## src/rsn_pkg.sv

```systemverilog
// Shared types, sizes and codes for the ring space notification table.
// Used by every module of the block; depends on nothing.
package rsn_pkg;

  localparam int TABLE_DEPTH = 16;
  localparam int MAX_RES     = 16;
  localparam int QUEUE_DEPTH = 2;
  localparam int IDX_W       = $clog2(TABLE_DEPTH);
  localparam int CNT_W       = $clog2(TABLE_DEPTH + 1);
  localparam int QPTR_W      = $clog2(QUEUE_DEPTH);
  localparam int QCNT_W      = $clog2(QUEUE_DEPTH + 1);
  localparam int CMP_W       = 8;

  // Operation codes as they arrive on the command word.
  localparam logic [2:0] OP_ENQUEUE = 3'd0;
  localparam logic [2:0] OP_DEQUEUE = 3'd1;
  localparam logic [2:0] OP_COUNT   = 3'd2;
  localparam logic [2:0] OP_LIST    = 3'd3;
  localparam logic [2:0] OP_RING    = 3'd4;
  localparam logic [2:0] OP_POP     = 3'd5;

  typedef enum logic [2:0] {
    K_ENQ, K_DEQ, K_CNT, K_LIST, K_RING, K_POP, K_NONE
  } kind_e;

  typedef enum logic [1:0] {
    ST_IDLE, ST_PRE, ST_SCAN, ST_FINISH
  } state_e;

  typedef struct packed {
    logic [2:0]  op;
    logic [31:0] port;
    logic [15:0] domain;
    logic [31:0] callback_id;
    logic [63:0] context_a;
    logic [63:0] context_b;
    logic [31:0] space_needed;
    logic        sufficient;
    logic [4:0]  list_limit;
  } cmd_t;

  typedef struct packed {
    logic        hit;
    logic        table_full;
    logic        entry_present;
    logic [31:0] out_port;
    logic [15:0] out_domain;
    logic [31:0] out_callback_id;
    logic [63:0] out_context_a;
    logic [63:0] out_context_b;
    logic [31:0] out_space;
    logic [4:0]  tally;
    logic        last;
  } res_t;

  typedef struct packed {
    logic [31:0] port;
    logic [15:0] domain;
    logic [31:0] callback;
    logic [63:0] context_a;
    logic [63:0] context_b;
    logic [31:0] space;
  } entry_t;

  typedef struct packed {
    kind_e      kind;
    entry_t     key;
    logic       sufficient;
    logic [4:0] list_limit;
  } job_t;

  // Handshake between the front queue and the back executor.
  typedef struct packed {
    logic valid;
    job_t job;
  } job_chan_t;

endpackage

```

## src/rsn_front.sv

```systemverilog
// Front part: classifies incoming commands and queues them for the executor.
// Depends on rsn_pkg.
module rsn_front
  import rsn_pkg::*;
(
  input  logic      clk_i,
  input  logic      rst_ni,
  input  logic      start_i,
  input  cmd_t      cmd_i,
  output logic      busy_o,
  output job_chan_t job_o,
  input  logic      pop_i
);

  job_t              q_q [QUEUE_DEPTH];
  logic [QPTR_W-1:0] wr_q, wr_d, rd_q, rd_d;
  logic [QCNT_W-1:0] cnt_q, cnt_d;
  logic              push;
  logic              pull;
  job_t              job_new;

  // Classify the operation code; unused codes become a no-op job.
  always_comb begin
    job_new.key.port      = cmd_i.port;
    job_new.key.domain    = cmd_i.domain;
    job_new.key.callback  = cmd_i.callback_id;
    job_new.key.context_a = cmd_i.context_a;
    job_new.key.context_b = cmd_i.context_b;
    job_new.key.space     = cmd_i.space_needed;
    job_new.sufficient    = cmd_i.sufficient;
    job_new.list_limit    = cmd_i.list_limit;
    unique case (cmd_i.op)
      OP_ENQUEUE: job_new.kind = K_ENQ;
      OP_DEQUEUE: job_new.kind = K_DEQ;
      OP_COUNT:   job_new.kind = K_CNT;
      OP_LIST:    job_new.kind = K_LIST;
      OP_RING:    job_new.kind = K_RING;
      OP_POP:     job_new.kind = K_POP;
      default:    job_new.kind = K_NONE;
    endcase
  end

  assign busy_o      = (cnt_q == QCNT_W'(QUEUE_DEPTH));
  assign push        = start_i && !busy_o;
  assign pull        = pop_i && (cnt_q != '0);
  assign job_o.valid = (cnt_q != '0);
  assign job_o.job   = q_q[rd_q];

  // Pointer and fill bookkeeping.
  always_comb begin
    wr_d  = wr_q;
    rd_d  = rd_q;
    cnt_d = cnt_q;
    if (push) begin
      wr_d = (wr_q == QPTR_W'(QUEUE_DEPTH - 1)) ? '0 : wr_q + 1'b1;
    end
    if (pull) begin
      rd_d = (rd_q == QPTR_W'(QUEUE_DEPTH - 1)) ? '0 : rd_q + 1'b1;
    end
    if (push && !pull) begin
      cnt_d = cnt_q + 1'b1;
    end else if (pull && !push) begin
      cnt_d = cnt_q - 1'b1;
    end
  end

  always_ff @(posedge clk_i or negedge rst_ni) begin
    if (!rst_ni) begin
      wr_q  <= '0;
      rd_q  <= '0;
      cnt_q <= '0;
    end else begin
      wr_q  <= wr_d;
      rd_q  <= rd_d;
      cnt_q <= cnt_d;
    end
  end

  // Queue storage holds payload only.
  always_ff @(posedge clk_i) begin
    if (push) begin
      q_q[wr_q] <= job_new;
    end
  end

endmodule

```

## config.mk

```make
export PLATFORM = sky130hd
export DESIGN_NAME = rsn_front
export DESIGN_NICKNAME = d
export VERILOG_FILES = /design/src/rsn_pkg.sv /design/src/rsn_front.sv
export SDC_FILE = /design/constraint.sdc
export NUM_CORES = 1
export LEC_CHECK = 0
export ABC_AREA = 1
export BUFFER_PORTS_ARGS = -buffer_cell sky130_fd_sc_hd__buf_2
export CAP_MARGIN = 20
export CORE_MARGIN = 2
export CORE_UTILIZATION = 45
export DETAILED_ROUTE_END_ITERATION = 6
export PLACE_DENSITY = 0.73
export SLEW_MARGIN = 20
export SYNTH_ARGS = -nofsm -noshare
export SYNTH_HDL_FRONTEND = slang
export SYNTH_SLANG_ARGS = --single-unit
```

## constraint.sdc

```tcl
create_clock -name clk_i -period 15.6 [get_ports clk_i]
set_input_delay 2.34 -clock clk_i [delete_from_list [all_inputs] [get_ports clk_i]]
set_output_delay 2.34 -clock clk_i [all_outputs]
set_load 0.03 [all_outputs]
```

### Yosys cells after proc, flatten, opt, wreduce, memory -nomap -nowiden

Memories as Yosys holds them, arrays and structs flattened.
Index checks and enable logic that the tools add are counted.

* register bits: 4
* memory bits (writable): 498
* input bits: 253
* word-level logic and storage cells: 31
* memories kept: 1

* add/subtract/negate cells: 4
* eq/ne operators: 6
* muxes and demuxes: 7
* reduce and logical (&&, ||, !) cells: 10

Memory list
* q_q: depth 2, width 249, read ports 1, clocked after memory_dff 0, wr ports 1, line rsn_front.sv:15 `job_t q_q [QUEUE_DEPTH];`

Operators by type and width (count)
* case mux 3 bit (6 select lines): 1
* == test 3 x 2 -> 1 bit (second input constant): 2
* == test 3 bit (second input constant): 2
* logical AND 1 bit: 4
* 2-to-1 mux 1 bit: 4
* 2-to-1 mux 2 bit: 2
* nonzero test 2 bit: 2
* == test 3 x 1 -> 1 bit (second input constant): 1
* logical NOT 1 bit: 3
* logical NOT 3 bit: 1
* adder 1 bit (second input constant): 2
* adder 2 x 1 -> 2 bit (second input constant): 1
* == test 2 bit (second input constant): 1
* subtractor 2 x 1 -> 2 bit (second input constant): 1

### Longest topological paths before layout

* depth after elaboration: 7
* depth in mapped cells: 9

### Worst setup path after synthesis

Ideal clock, no wire load.

* path kind: input-to-reg
* start point: input port start_i
* end point: memory q_q[1][0] (netlist name), enable pin
* library setup time: 0.863 ns
* arrival time: 12.759 ns
* setup slack: 1.978 ns
* cell stages on the path: 2
* buffers on the path: 0
* cells stage by stage: o21ai_0 nor2_1

* cells in the longest elaborated chain, start to end: 3

Ends and longest elaborated chain
* start: declaration: line rsn_front.sv:8 `input logic start_i,`
* logical AND 1 bit: line rsn_front.sv:44 `assign push = start_i && !busy_o;`
* 2-to-1 mux 1 bit: line rsn_front.sv:81 `if (push) begin`
* 2-to-1 mux 1 bit (not written as such): line rsn_front.sv:82 `q_q[wr_q] <= job_new;`
* end: declaration: line rsn_front.sv:15

Every way passes these cells.

==> out/results.ini <==
[run_status]
status = finished clean

[grt]
antenna_found_initial = 10
track_usage_pct = 19.3
grt_pass1_wl_mm = 61.9
grt_overflow_total = 0
grt_pass1_vias = 11336
grt_max_degree = 167

[synthesis]
avgSynthCellArea_sq_um = 13.8
syn-num-nets = 1589
syn_area_sq_um = 18400
ys_seq_area_share_pct = 81.9
yosys_register_bits = 502
ys_types = 16
netlist_instances = 1335
ys_warn_count = 0

[floorplanning]
pin_count = 504
die_h_um = 206
initial_core_util_pct = 45.3
core_area_sq_um = 40600
row_count = 74
die-area_sq_um = 42500
chipWidth_um = 206

[timing]
postLayoutSetupSlackWorst_ns = 9.65
period_share_pct = 38.2
fmax_mhz = 168
tightest_slew_ns = 1.08
finalSetupTns_ns = 0
setup_viol = 0
rsz0062_at_grt = no
clock_skew_ns = 0.00830
slew_headroom_pct = 27.9
slew_violations = 0
period_minus_slack_ns = 5.95
hold_viol = 0

[clock_tree]
cts_tree = built
clock-sinks = 502
cts_max_level = 2
postCtsHoldBufs = 0
cts_setup_buffers = 0
cts-root-buf = clkbuf_16
clock_latency_ns = 0.57
cts_buffers = 50
cts_buffer_depth = 3
cts_resized = 0
clkSlewWorstSetupHoldPaths_ns = 0.06

[route]
wl_per_cell_um = 17.8
drt_iter0_drc = 727
wl_met3_mm = 4.58
via_per_inst = 4.81
post-route-drc-count = 0
finalWirelength_mm = 43.1
final_antenna_net_count = 0
top_layer = met5
first_pass_iters = 6
wl_met2_mm = 21.5
num_vias = 11637
met1Wirelength_mm = 15.9

[pwr]
peakVddDrop_mv = 0.131
powerDensity_nw_per_um2 = 217
leakage_nw = 9.84
power_mw = 4.98

[critical_path]
crit_path_end_kind = output pin
worstPathRequired_ns = 13.26
crit_fanout = 166
cpPeakStageDelay_ns = 0.84
path_class = reg -> out
path_delay_family = buffers and inverters
worst-path-stages = 5
start_kind = register
path_common_cell = nand2_1
worst_r2r_path_depth = 4
crit_chain = inv_8, buf_4, nand2_1, nand2_1, buf_2
worst_path_max_delay_cell = buf_4
crit-reg2reg-launch = rd_q
crit_buf_inv = 3
arrival_ns = 3.61
startpoint = rd_q

[cells_and_area]
fillCellCount = 3256
nets = 2097
fin_cells = 2419
syn2layout_area_growth_pct = 24.7
layout_common_cells = nand2_1, buf_2, edfxtp_1, clkbuf_16, clkinv_1
drive_above_1_share_pct = 31.2
final_util_pct = 56.5
final_common_cell = nand2_1

[placement]
dp_slack_ns = 10.26
numPortBuffers = 503
dp_cells = 2323
place_hpwl_mm = 28.3
gp_congestion = 0.802

[hold_path]
hp-start = wr_q
min_path_cells = 2
timing.hold.worst.class = reg -> reg

[flow_run]
maxCapViolations = 0

registers in the layout, indices dropped and copies added, names as in the netlist:
register and cells:
rd_q 1, q_q 498, wr_q 1, cnt_q 2
kinds of logic after synthesis:
group                    after synthesis  synth area share, %
AO/OA/AOI/OAI                          2               0.0681
buffers and inverters                 65                 2.29
AND/OR/NAND/NOR                      764                 15.6
XOR/XNOR                               1               0.0477
adder cells (fa/ha/maj)                1               0.0681
flip-flops                           502                 81.9
per-layer routing:
layer / track usage (%) / vias up
li1: - / 5535
met1: 22.5 / 5498
met2: 32.4 / 507
met3: 7.41 / 85
met4: 7.12 / 12
met5: 0 / -
power breakdown:
part	internal, mW	leakage (nW)	total (mW)	switching (mW)
registers	1.84	4.68	1.93	0.0909
clock network	0.699	0.795	1.18	0.482
logic	0.419	4.37	1.87	1.45
total	2.96	9.84	4.98	2.02
worst reg2reg max path, stage by stage (launching register included):
cell	delay (ns)
dfrtp_4	0.71
inv_8	0.79
buf_4	1.01
nand3_1	0.23
nand2_1	0.16
path summary, 6_finish.rpt:
kind,endpoint,slack (ns)
setup / recovery,job_o[151],9.65
max in group asynchronous,rd_q,13.84
min in group asynchronous,cnt_q[1],1.59
hold / removal,wr_q,0.49
hold reg to reg,wr_q,0.49
setup reg to reg,rd_q,12.63
cell usage after synthesis:
cell type / number / area (sq um)
a21boi_0: 1 / 7.51
buf_2: 28 / 140
buf_4: 13 / 97.6
buf_6: 12 / 135
clkbuf_1: 4 / 15.0
dfrtp_1: 4 / 100
edfxtp_1: 498 / 15000
ha_1: 1 / 12.5
inv_1: 7 / 26.3
inv_4: 1 / 6.26
nand2_1: 758 / 2850
nand3_1: 2 / 10.0
nand4_1: 1 / 6.26
nor2_1: 3 / 11.3
o21ai_0: 1 / 5.00
xnor2_1: 1 / 8.76
metrics by stage:
stage / hold slack (ns) / cell area (sq um)
floorplan: 0.442 / 18400
global placement: 0.458 / 21300
detailed placement: 0.478 / 21300
CTS: 0.492 / 22900
global route: 0.520 / 22900
finish: 0.489 / 22900
cell type report:
cell class | count | area [sq um] | share of cell area, %
Clock buffer | 60 | 1350 | 5.90
Multi-Input combinational cell | 768 | 2910 | 12.7
Sequential cell | 502 | 15100 | 65.7
Antenna cell | 5 | 12.5 | 0.0546
Tap cell | 532 | 666 | 2.90
Inverter | 8 | 45.0 | 0.197
Timing Repair Buffer | 513 | 2590 | 11.3
Clock inverter | 31 | 279 | 1.22
Power figures use the tool's default switching activity.
