--- src/rsn_pkg.sv ---
// Shared types, sizes and codes for the ring space notification table.
// Used by every module of the block; depends on nothing.
package rsn_pkg;

  localparam int TABLE_DEPTH = 16;
  localparam int MAX_RES     = 16;
  localparam int QUEUE_DEPTH = 2;
  localparam int IDX_W       = $clog2(TABLE_DEPTH);
  localparam int CNT_W       = $clog2(TABLE_DEPTH + 1);
  localparam int QPTR_W      = $clog2(QUEUE_DEPTH);
  localparam int QCNT_W      = $clog2(QUEUE_DEPTH + 1);
  localparam int CMP_W       = 8;

  // Operation codes as they arrive on the command word.
  localparam logic [2:0] OP_ENQUEUE = 3'd0;
  localparam logic [2:0] OP_DEQUEUE = 3'd1;
  localparam logic [2:0] OP_COUNT   = 3'd2;
  localparam logic [2:0] OP_LIST    = 3'd3;
  localparam logic [2:0] OP_RING    = 3'd4;
  localparam logic [2:0] OP_POP     = 3'd5;

  typedef enum logic [2:0] {
    K_ENQ, K_DEQ, K_CNT, K_LIST, K_RING, K_POP, K_NONE
  } kind_e;

  typedef enum logic [1:0] {
    ST_IDLE, ST_PRE, ST_SCAN, ST_FINISH
  } state_e;

  typedef struct packed {
    logic [2:0]  op;
    logic [31:0] port;
    logic [15:0] domain;
    logic [31:0] callback_id;
    logic [63:0] context_a;
    logic [63:0] context_b;
    logic [31:0] space_needed;
    logic        sufficient;
    logic [4:0]  list_limit;
  } cmd_t;

  typedef struct packed {
    logic        hit;
    logic        table_full;
    logic        entry_present;
    logic [31:0] out_port;
    logic [15:0] out_domain;
    logic [31:0] out_callback_id;
    logic [63:0] out_context_a;
    logic [63:0] out_context_b;
    logic [31:0] out_space;
    logic [4:0]  tally;
    logic        last;
  } res_t;

  typedef struct packed {
    logic [31:0] port;
    logic [15:0] domain;
    logic [31:0] callback;
    logic [63:0] context_a;
    logic [63:0] context_b;
    logic [31:0] space;
  } entry_t;

  typedef struct packed {
    kind_e      kind;
    entry_t     key;
    logic       sufficient;
    logic [4:0] list_limit;
  } job_t;

  // Handshake between the front queue and the back executor.
  typedef struct packed {
    logic valid;
    job_t job;
  } job_chan_t;

endpackage

--- src/rsn_back.sv ---
// Back part: holds the packed subscription table and walks it one entry a cycle.
// Depends on rsn_pkg.
module rsn_back
  import rsn_pkg::*;
(
  input  logic      clk_i,
  input  logic      rst_ni,
  input  job_chan_t job_i,
  output logic      pop_o,
  output logic      res_valid_o,
  output res_t      res_o
);

  entry_t           ent_q [TABLE_DEPTH];
  logic [TABLE_DEPTH-1:0] fired_q;
  state_e           state_q, state_d;
  job_t             job_q, job_d;
  logic [CNT_W-1:0] n_q, n_d, r_q, r_d, w_q, w_d, cnt_q, cnt_d, k_q, k_d, e_q, e_d;
  logic             found_q, found_d;
  res_t             res_q, res_d;
  logic             vld_q, vld_d;

  // One write port into the table, plus one for the fired marks.
  logic             we;
  logic [IDX_W-1:0] widx;
  entry_t           wdata;
  logic             fwe;
  logic [IDX_W-1:0] fidx;
  logic             fval;

  entry_t           cur;
  logic             cur_f;
  logic             key_m, pd_m, last_r, can_emit;
  logic [CMP_W-1:0] kmin;
  logic [CNT_W-1:0] cnt_nx;

  function automatic logic [4:0] sat5(input logic [CNT_W-1:0] v);
    logic [CMP_W-1:0] x;
    x = CMP_W'(v);
    return (x > CMP_W'(31)) ? 5'd31 : x[4:0];
  endfunction

  assign cur    = ent_q[r_q[IDX_W-1:0]];
  assign cur_f  = fired_q[r_q[IDX_W-1:0]];
  assign pd_m   = (cur.port == job_q.key.port) && (cur.domain == job_q.key.domain);
  assign key_m  = pd_m && (cur.callback == job_q.key.callback) &&
                  (cur.context_a == job_q.key.context_a) &&
                  (cur.context_b == job_q.key.context_b);
  assign last_r = (r_q == n_q - 1'b1);
  assign can_emit = (e_q < k_q);

  // Pre-pass tally: unfired entries for list, fired ones for pop.
  assign cnt_nx = cnt_q + CNT_W'((job_q.kind == K_LIST) ? !cur_f : cur_f);

  // Emission budget for the second pass.
  always_comb begin
    kmin = CMP_W'(cnt_nx);
    if (job_q.kind == K_LIST && CMP_W'(job_q.list_limit) < kmin) begin
      kmin = CMP_W'(job_q.list_limit);
    end
    if (kmin > CMP_W'(MAX_RES)) begin
      kmin = CMP_W'(MAX_RES);
    end
  end

  // Sequencer: next state, table writes and result word.
  always_comb begin
    state_d = state_q;
    job_d   = job_q;
    n_d     = n_q;
    r_d     = r_q;
    w_d     = w_q;
    cnt_d   = cnt_q;
    k_d     = k_q;
    e_d     = e_q;
    found_d = found_q;
    res_d   = '0;
    vld_d   = 1'b0;
    pop_o   = 1'b0;
    we      = 1'b0;
    widx    = w_q[IDX_W-1:0];
    wdata   = cur;
    fwe     = 1'b0;
    fidx    = w_q[IDX_W-1:0];
    fval    = cur_f;

    unique case (state_q)
      ST_IDLE: begin
        if (job_i.valid) begin
          pop_o   = 1'b1;
          job_d   = job_i.job;
          r_d     = '0;
          w_d     = '0;
          cnt_d   = '0;
          k_d     = '0;
          e_d     = '0;
          found_d = 1'b0;
          if (job_i.job.kind == K_NONE || n_q == '0) begin
            state_d = ST_FINISH;
          end else if (job_i.job.kind == K_LIST || job_i.job.kind == K_POP) begin
            state_d = ST_PRE;
          end else begin
            state_d = ST_SCAN;
          end
        end
      end

      ST_PRE: begin
        cnt_d = cnt_nx;
        r_d   = r_q + 1'b1;
        if (last_r) begin
          k_d = kmin[CNT_W-1:0];
          r_d = '0;
          state_d = (kmin == '0) ? ST_FINISH : ST_SCAN;
        end
      end

      ST_SCAN: begin
        unique case (job_q.kind)
          K_ENQ: begin
            if (key_m) begin
              we          = 1'b1;
              widx        = r_q[IDX_W-1:0];
              wdata.space = job_q.key.space;
              fwe         = 1'b1;
              fidx        = r_q[IDX_W-1:0];
              fval        = 1'b0;
              found_d     = 1'b1;
            end
          end
          K_DEQ: begin
            if (key_m) begin
              found_d = 1'b1;
            end else begin
              we  = 1'b1;
              fwe = 1'b1;
              w_d = w_q + 1'b1;
            end
          end
          K_CNT: begin
            if (!cur_f) begin
              cnt_d = cnt_q + 1'b1;
            end
          end
          K_RING: begin
            if (job_q.sufficient && pd_m) begin
              fwe     = 1'b1;
              fidx    = r_q[IDX_W-1:0];
              fval    = 1'b1;
              found_d = 1'b1;
            end
          end
          K_LIST: begin
            if (!cur_f && can_emit) begin
              vld_d               = 1'b1;
              res_d.entry_present = 1'b1;
              res_d.out_port      = cur.port;
              res_d.out_domain    = cur.domain;
              res_d.out_space     = cur.space;
              res_d.tally         = sat5(k_q);
              res_d.last          = (e_q + 1'b1 == k_q);
              e_d                 = e_q + 1'b1;
            end
          end
          K_POP: begin
            if (cur_f && can_emit) begin
              vld_d               = 1'b1;
              res_d.entry_present = 1'b1;
              res_d.out_port      = cur.port;
              res_d.out_domain    = cur.domain;
              res_d.out_callback_id = cur.callback;
              res_d.out_context_a = cur.context_a;
              res_d.out_context_b = cur.context_b;
              res_d.last          = (e_q + 1'b1 == k_q);
              e_d                 = e_q + 1'b1;
            end else begin
              we  = 1'b1;
              fwe = 1'b1;
              w_d = w_q + 1'b1;
            end
          end
          default: begin
          end
        endcase
        r_d = r_q + 1'b1;
        if (last_r) begin
          state_d = ST_FINISH;
        end
      end

      ST_FINISH: begin
        state_d    = ST_IDLE;
        res_d.last = 1'b1;
        unique case (job_q.kind)
          K_ENQ: begin
            vld_d           = 1'b1;
            res_d.hit       = found_q;
            res_d.table_full = !found_q && (n_q == CNT_W'(TABLE_DEPTH));
            if (!found_q && n_q != CNT_W'(TABLE_DEPTH)) begin
              we    = 1'b1;
              widx  = n_q[IDX_W-1:0];
              wdata = job_q.key;
              fwe   = 1'b1;
              fidx  = n_q[IDX_W-1:0];
              fval  = 1'b0;
              n_d   = n_q + 1'b1;
            end
          end
          K_DEQ: begin
            vld_d     = 1'b1;
            res_d.hit = found_q;
            n_d       = w_q;
          end
          K_CNT: begin
            vld_d       = 1'b1;
            res_d.tally = sat5(cnt_q);
          end
          K_RING: begin
            vld_d     = 1'b1;
            res_d.hit = found_q;
          end
          K_LIST: begin
            vld_d = (k_q == '0);
          end
          K_POP: begin
            vld_d = (k_q == '0);
            if (k_q != '0) begin
              n_d = w_q;
            end
          end
          default: begin
            vld_d = 1'b1;
          end
        endcase
      end

      default: begin
        state_d = ST_IDLE;
      end
    endcase
  end

  // Control registers.
  always_ff @(posedge clk_i or negedge rst_ni) begin
    if (!rst_ni) begin
      state_q <= ST_IDLE;
      n_q     <= '0;
      r_q     <= '0;
      w_q     <= '0;
      cnt_q   <= '0;
      k_q     <= '0;
      e_q     <= '0;
      found_q <= 1'b0;
      vld_q   <= 1'b0;
    end else begin
      state_q <= state_d;
      n_q     <= n_d;
      r_q     <= r_d;
      w_q     <= w_d;
      cnt_q   <= cnt_d;
      k_q     <= k_d;
      e_q     <= e_d;
      found_q <= found_d;
      vld_q   <= vld_d;
    end
  end

  // Table contents, the held job and the result word carry no reset.
  always_ff @(posedge clk_i) begin
    job_q <= job_d;
    res_q <= res_d;
    if (we) begin
      ent_q[widx] <= wdata;
    end
    if (fwe) begin
      fired_q[fidx] <= fval;
    end
  end

  assign res_valid_o = vld_q;
  assign res_o       = res_q;

endmodule

--- config.mk ---
export PLATFORM = sky130hd
export DESIGN_NAME = rsn_back
export DESIGN_NICKNAME = d
export VERILOG_FILES = /design/src/rsn_pkg.sv /design/src/rsn_back.sv
export SDC_FILE = /design/constraint.sdc
export NUM_CORES = 2
export LEC_CHECK = 0
export BUFFER_PORTS_ARGS = -buffer_cell sky130_fd_sc_hd__buf_2
export CELL_PAD_IN_SITES_DETAIL_PLACEMENT = 1
export CELL_PAD_IN_SITES_GLOBAL_PLACEMENT = 2
export CORE_MARGIN = 5
export CORE_UTILIZATION = 48
export DETAILED_ROUTE_END_ITERATION = 8
export PLACE_DENSITY = 0.9
export RECOVER_POWER = 50
export SETUP_SLACK_MARGIN = 0.1
export SLEW_MARGIN = 20
export SYNTH_ARGS = -nofsm -noshare
export SYNTH_HDL_FRONTEND = slang
export SYNTH_SLANG_ARGS = --single-unit
--- constraint.sdc ---
create_clock -name clk_i -period 35 [get_ports clk_i]
set_input_delay 5.25 -clock clk_i [delete_from_list [all_inputs] [get_ports clk_i]]
set_output_delay 5.25 -clock clk_i [all_outputs]
set_load 0.005 [all_outputs]
Word-level counts from Yosys, hierarchy flattened
Memory sizes are Yosys's and may differ from the RTL's. Cells that the tools add are included.

Add/sub/neg operators: 7. Multiply operators: 0. Divide/modulo/power cells: 0. $lt $le $gt $ge: 6. Equal/unequal tests: 36. Shifts and indexed selects: 0. Mux-type cells: 87. Bitwise gates (word level): 0. Reductions and logical operators: 41.

Operators with widths (number): 2-to-1 mux 240 bit (2); 2-to-1 mux 209 bit (1); 2-to-1 mux 208 bit (1); equality test 64 bit (2); case mux 49 bit (2 select lines) (1); 2-to-1 mux 5 bit (15); equality test 32 bit (2); 2-to-1 mux 32 bit (2); case mux 32 bit (2 select lines) (1); case mux 5 bit (2 select lines) (5); 2-to-1 mux 49 bit (1); case mux 5 bit (3 select lines) (3); adder 5 x 1 -> 5 bit (second input constant) (5); 2-to-1 mux 1 bit (25); case mux 4 bit (2 select lines) (3); 2-to-1 mux 4 bit (5); != test 3 bit (second input constant) (6); case mux 1 bit (2 select lines) (9); bitwise mux 16 bit (1); equality test 16 bit (1); AND reduction 5 bit (3); equality test 3 bit (second input constant) (4); != test 2 bit (second input constant) (6); case mux 6 bit (2 select lines) (1); other kinds (38) (72).

Bits in registers: 548. Bits in latches: 0. RAM bits: 3840. ROM bits: 0. Input port bits: 252. Output and inout bits: 251. Word-level logic and storage cells: 208. Memories kept: 1.

Memory list: ent_q (words 16, bits a word 240, rd ports 1, clocked after Yosys merged registers in 0, write ports 1, line rsn_back.sv:14) `entry_t ent_q [TABLE_DEPTH];`.

Longest topological paths before layout
Depth in word-level cells: 14. Gate-level depth with buffers: 21. Gate-level depth less buffers: 18.

Least setup slack after synthesis
No wires, ideal clock.

Path type: reg-to-reg. Start: register r_q[0]. End: memory ent_q[7][0] (netlist bit) (enable). Arrival time: 28.598 ns. Setup slack: 4.892 ns. Stages on the path, launching flop included: 18. Period minus slack after synthesis: 30.108 ns. Path through: dfrtp_1 buf_4 buf_6 buf_4 buf_2 buf_2 mux4_2 a22oi_1 nand2_1 xnor2_1 nand2_1 nor4_1 nand4_1 or4_4 nor3_4 mux2i_1 nand2_1 nor4b_1.

Longest elaborated chain between the ends: 11. Elaborated cells between the ends (all ways): 23. Classes of those cells: eq/ne (5); mux (12); reduce/logical (5); memory (1).

Ends and longest elaborated chain: start, declared (line rsn_back.sv:18) `logic [CNT_W-1:0] n_q, n_d, r_q, r_d, w_q, w_d, cnt_q, cnt_d, k_q, k_d, e_q, e_d;`; start signal, assigned (line rsn_back.sv:258) `r_q <= r_d;`; memory read (16 x 240 bit); equality test 32 bit / equality test 16 bit (equally long branches) (line rsn_back.sv:45) `assign pd_m = (cur.port == job_q.key.port) && (cur.domain == job_q.key.domain);`; logical AND 1 bit (line rsn_back.sv:45); logical AND 1 bit (2 in series) (line rsn_back.sv:46) `assign key_m = pd_m && (cur.callback == job_q.key.callback) &&`; logical AND 1 bit (line rsn_back.sv:47) `(cur.context_a == job_q.key.context_a) &&`; 2-to-1 mux 1 bit (on tied branches) (line rsn_back.sv:132, rsn_back.sv:121); case mux 1 bit (3 select lines) (line rsn_back.sv:119) `unique case (job_q.kind)`; case mux 1 bit (2 select lines) (line rsn_back.sv:87) `unique case (state_q)`; 2-to-1 mux 1 bit (line rsn_back.sv:272) `if (we) begin`; 2-to-1 mux 1 bit (implied by the code) (line rsn_back.sv:273) `ent_q[widx] <= wdata;`; end, declared (line rsn_back.sv:14).

Parallel ways exist; a longest one is shown, timed or not. The select of a mux whose other input is x is not followed.

Final worst setup path
Start: register r_q[0]. End: memory ent_q[13][40] (netlist bit) (enable).

The elaborated chain is that of the path after synthesis.

==> out/qor.yml <==
clk_latency_ns: 1.03
ff2ff_path_depth: 20
synth_nets: 9609
synth_edf_count: 4105
clock.fmax_mhz: 42.00
gp_congestion: 0.8700
worst_r2r_endpoint: "ent_q[13][40]$_DFFE_PP_"
synth_top_area_frac: 0.7131
synthFlopType: "edfxtp_1"
dieArea_um2: 372200
min_path_cells: 1
fin_crit_ns: 23.81
cts_buffers: 435
hpwl_um: 338400
coreArea_um2: 358900
critPathMostFrequentCell: "buf_4"
drive_gt1_frac: 0.1896
grt_use_total: 0.3030
finalSetupViolCount: 0
cpPeakStageDelay_ns: 3.21
yosysTopAreaCell: "edfxtp_1"
grt_pass1_vias: 105500
cts-root-buf: "clkbuf_16"
ys_seq_area_frac: 0.7469
crit_path_cell_trace: "clkbuf_1, clkbuf_1, clkbuf_1, clkbuf_1, mux4_2, mux2i_1, o221ai_1, o21a_1, a2111oi_0, and4_1, nand4_1, nor3_4, buf_4, mux2i_1, a21oi_2, and4bb_4, buf_4, buf_4, buf_4, buf_4"
crit_family: "buffers and inverters"
cp_num_buf_inv: 9
critical_path_required_ns: 35.56
worstMarginPinSlew_ns: 4.884
wl_per_cell_um: 37.81
worst_setup_path_end_kind: "register"
yosysMostFrequentCell: "edfxtp_1"
synth.avg_cell_area_um2: 18.51
hp-class: "register to register"
synth_common_cells: "edfxtp_1 (4,105), mux4_2 (725), mux2i_1 (675)"
hold_buffers: 0
finClkSkew_ns: 0.1045
yosysWarnings: 0
cts_resized: 0
die_h_um: 610.1
rsz0062_at_grt: "false"
hp-start: "found_q$_DFFE_PN0P_"
async_reset_ff_frac: 0.007748
dr.first_iter.drc_count: 14920
grt_pass1_wl_um: 807900
vdd_drop_max_mv: 0.05023
grt_antenna_before_repair: 46
synthTopCellsByArea: "edfxtp_1 (71%), mux4_2 (9.4%), mux2i_1 (3.9%), dfxtp_1 (2.9%), nand2_1 (1.4%)"
fin_ws_ns: 11.19
die_w_um: 610.1
htree_num_levels: 5
fp-row-count: 220
cts.clk_slew.worst_paths_ns: 0.07
fin_util: 0.5432
drv_slew: 2573
cap_violations: 89
r2r-start: "r_q[0]$_DFFE_PN0P_"
r2r_setup_slack_ns: 11.19
post-route-period-util: 0.6803
port_buffers: 502
clockBufferDepth: 4
violations: "capacitance limit, slew limit"
drt_wl_total_um: 577300
ys_types: 91
grt_max_degree: 116
fin_tns_setup_ns: 0
startpoint_type: "register"
power_w: 0.01571
hold_viol: 0
synthCells: 9336
slew_headroom: -2.256
whs_endpoint: "res_o[247]$_SDFF_PN0_"
cts_tree: "done"
cp.arrival_ns: 24.37
p_per_area_nw_per_um2: 80.59
ys_ff_latch: 4388
dp_slack_ns: 20.20
io_pins: 503
syn_to_final_growth_pct: 12.80
num_vias: 100500
cp_max_fo: 55
slowest_stage: "clkbuf_1"
total_leakage_power_nw: 62.42
overflow: 0
cts.sinks: 4388
worstSetupPathType: "register to register"
dr.pass1.iters: 6
cts_setup_buffers: 0
status: "finished with violations"
ant_nets: 0
viasPerCell: 6.584
drc_errors: 0
syn_area_um2: 172900
start_util: 0.4816
finalNetCount: 10360
## power breakdown
group / leakage, nW / switching, W / internal, W / total [W]
Combinational: 16.1 / 0.00270 / 0.00121 / 0.00391
Clock: 6.84 / 0.00207 / 0.00264 / 0.00471
Sequential: 39.4 / 0.000209 / 0.00688 / 0.00709
## how the worst max path moves through the flow
stage	from	end	slack [ns]	cells after the start
2_1_floorplan	r_q[0]$_DFFE_PN0P_	ent_q[7][0]$_DFFE_PP_	4.89	17
3_3_place_gp	r_q[0]$_DFFE_PN0P_	ent_q[13][62]$_DFFE_PP_	20.70	22
3_5_place_dp	r_q[0]$_DFFE_PN0P_	ent_q[13][38]$_DFFE_PP_	20.20	22
4_1_cts	r_q[0]$_DFFE_PN0P_	ent_q[13][40]$_DFFE_PP_	20.02	22
5_1_grt	r_q[0]$_DFFE_PN0P_	ent_q[13][40]$_DFFE_PP_	9.85	20
6_report	r_q[0]$_DFFE_PN0P_	ent_q[13][40]$_DFFE_PP_	11.19	20
## stage by stage
stage               hold WS [ns]  cell area (um^2)  instances
floorplan                 0.4509            172900       9336
global placement          0.4882            181200      14390
detailed placement        0.5018            181300      14390
CTS                       0.5314            195400      15190
global route              0.5464            194900      15250
finish                    0.5379            195000      15270
## routing by layer
| metal | up-vias | routed length (um) | track usage |
|---|---|---|---|
| li1 | 39120 | - | - |
| met1 | 52000 | 196300 | 0.3805 |
| met2 | 7697 | 273400 | 0.4834 |
| met3 | 1674 | 64300 | 0.06403 |
| met4 | 24 | 43130 | 0.1905 |
| met5 | - | 200 | 0 |
## state kept, by name, indices dropped and copies added (netlist names), 2 cells and up
| name | count |
|---|---|
| ent_q | 3840 |
| res_o | 249 |
| e_q | 5 |
| w_q | 5 |
| state_q | 2 |
| cnt_q | 5 |
| n_q | 5 |
| r_q | 5 |
| fired_q | 16 |
| job_q | 249 |
| k_q | 5 |
## layout make-up
class	instances	area, um^2
Inverter	77	304.0
Tap cell	4773	5972
Fill cell	32360	164000
Antenna cell	49	122.6
Clock buffer	586	11840
Multi-Input combinational cell	4366	41010
Clock inverter	214	2312
Sequential cell	4388	129100
Timing Repair Buffer	814	4300
## layout by cell type (no fill, tap or decap), types with 32 or more instances in the layout
cell type and n:
mux2_2 110, mux2_1 32, xor2_1 76, o21ai_0 257, nor4_1 38, xnor2_1 124
clkinv_2 58, inv_1 73, a22oi_1 240, clkbuf_1 478, clkbuf_16 438, mux4_2 725
o22ai_1 136, a31oi_1 58, edfxtp_1 4105, a21oi_1 184, nor2b_1 44, nor3_1 68
buf_2 262, nor2_1 389, diode_2 49, buf_4 171, mux2i_1 675, nand3_1 47
dfxtp_1 249, clkbuf_8 32, clkinv_1 64, bufinv_16 35, nand2_1 646
## logic make-up (layout without fill, tap and decap cells)
kind of cell | count (synthesis) | count (layout) | synth area share
compound gates | 1153 | 1153 | 0.04392
xor+xnor | 200 | 200 | 0.01013
fa+ha+maj | 21 | 21 | 0.001520
buf+inv | 582 | 1691 | 0.01735
flops | 4388 | 4388 | 0.7469
mux | 1542 | 1542 | 0.1428
other cells | 0 | 49 | 0
simple gates | 1450 | 1450 | 0.03737
(Power assumes the default switching activity.)
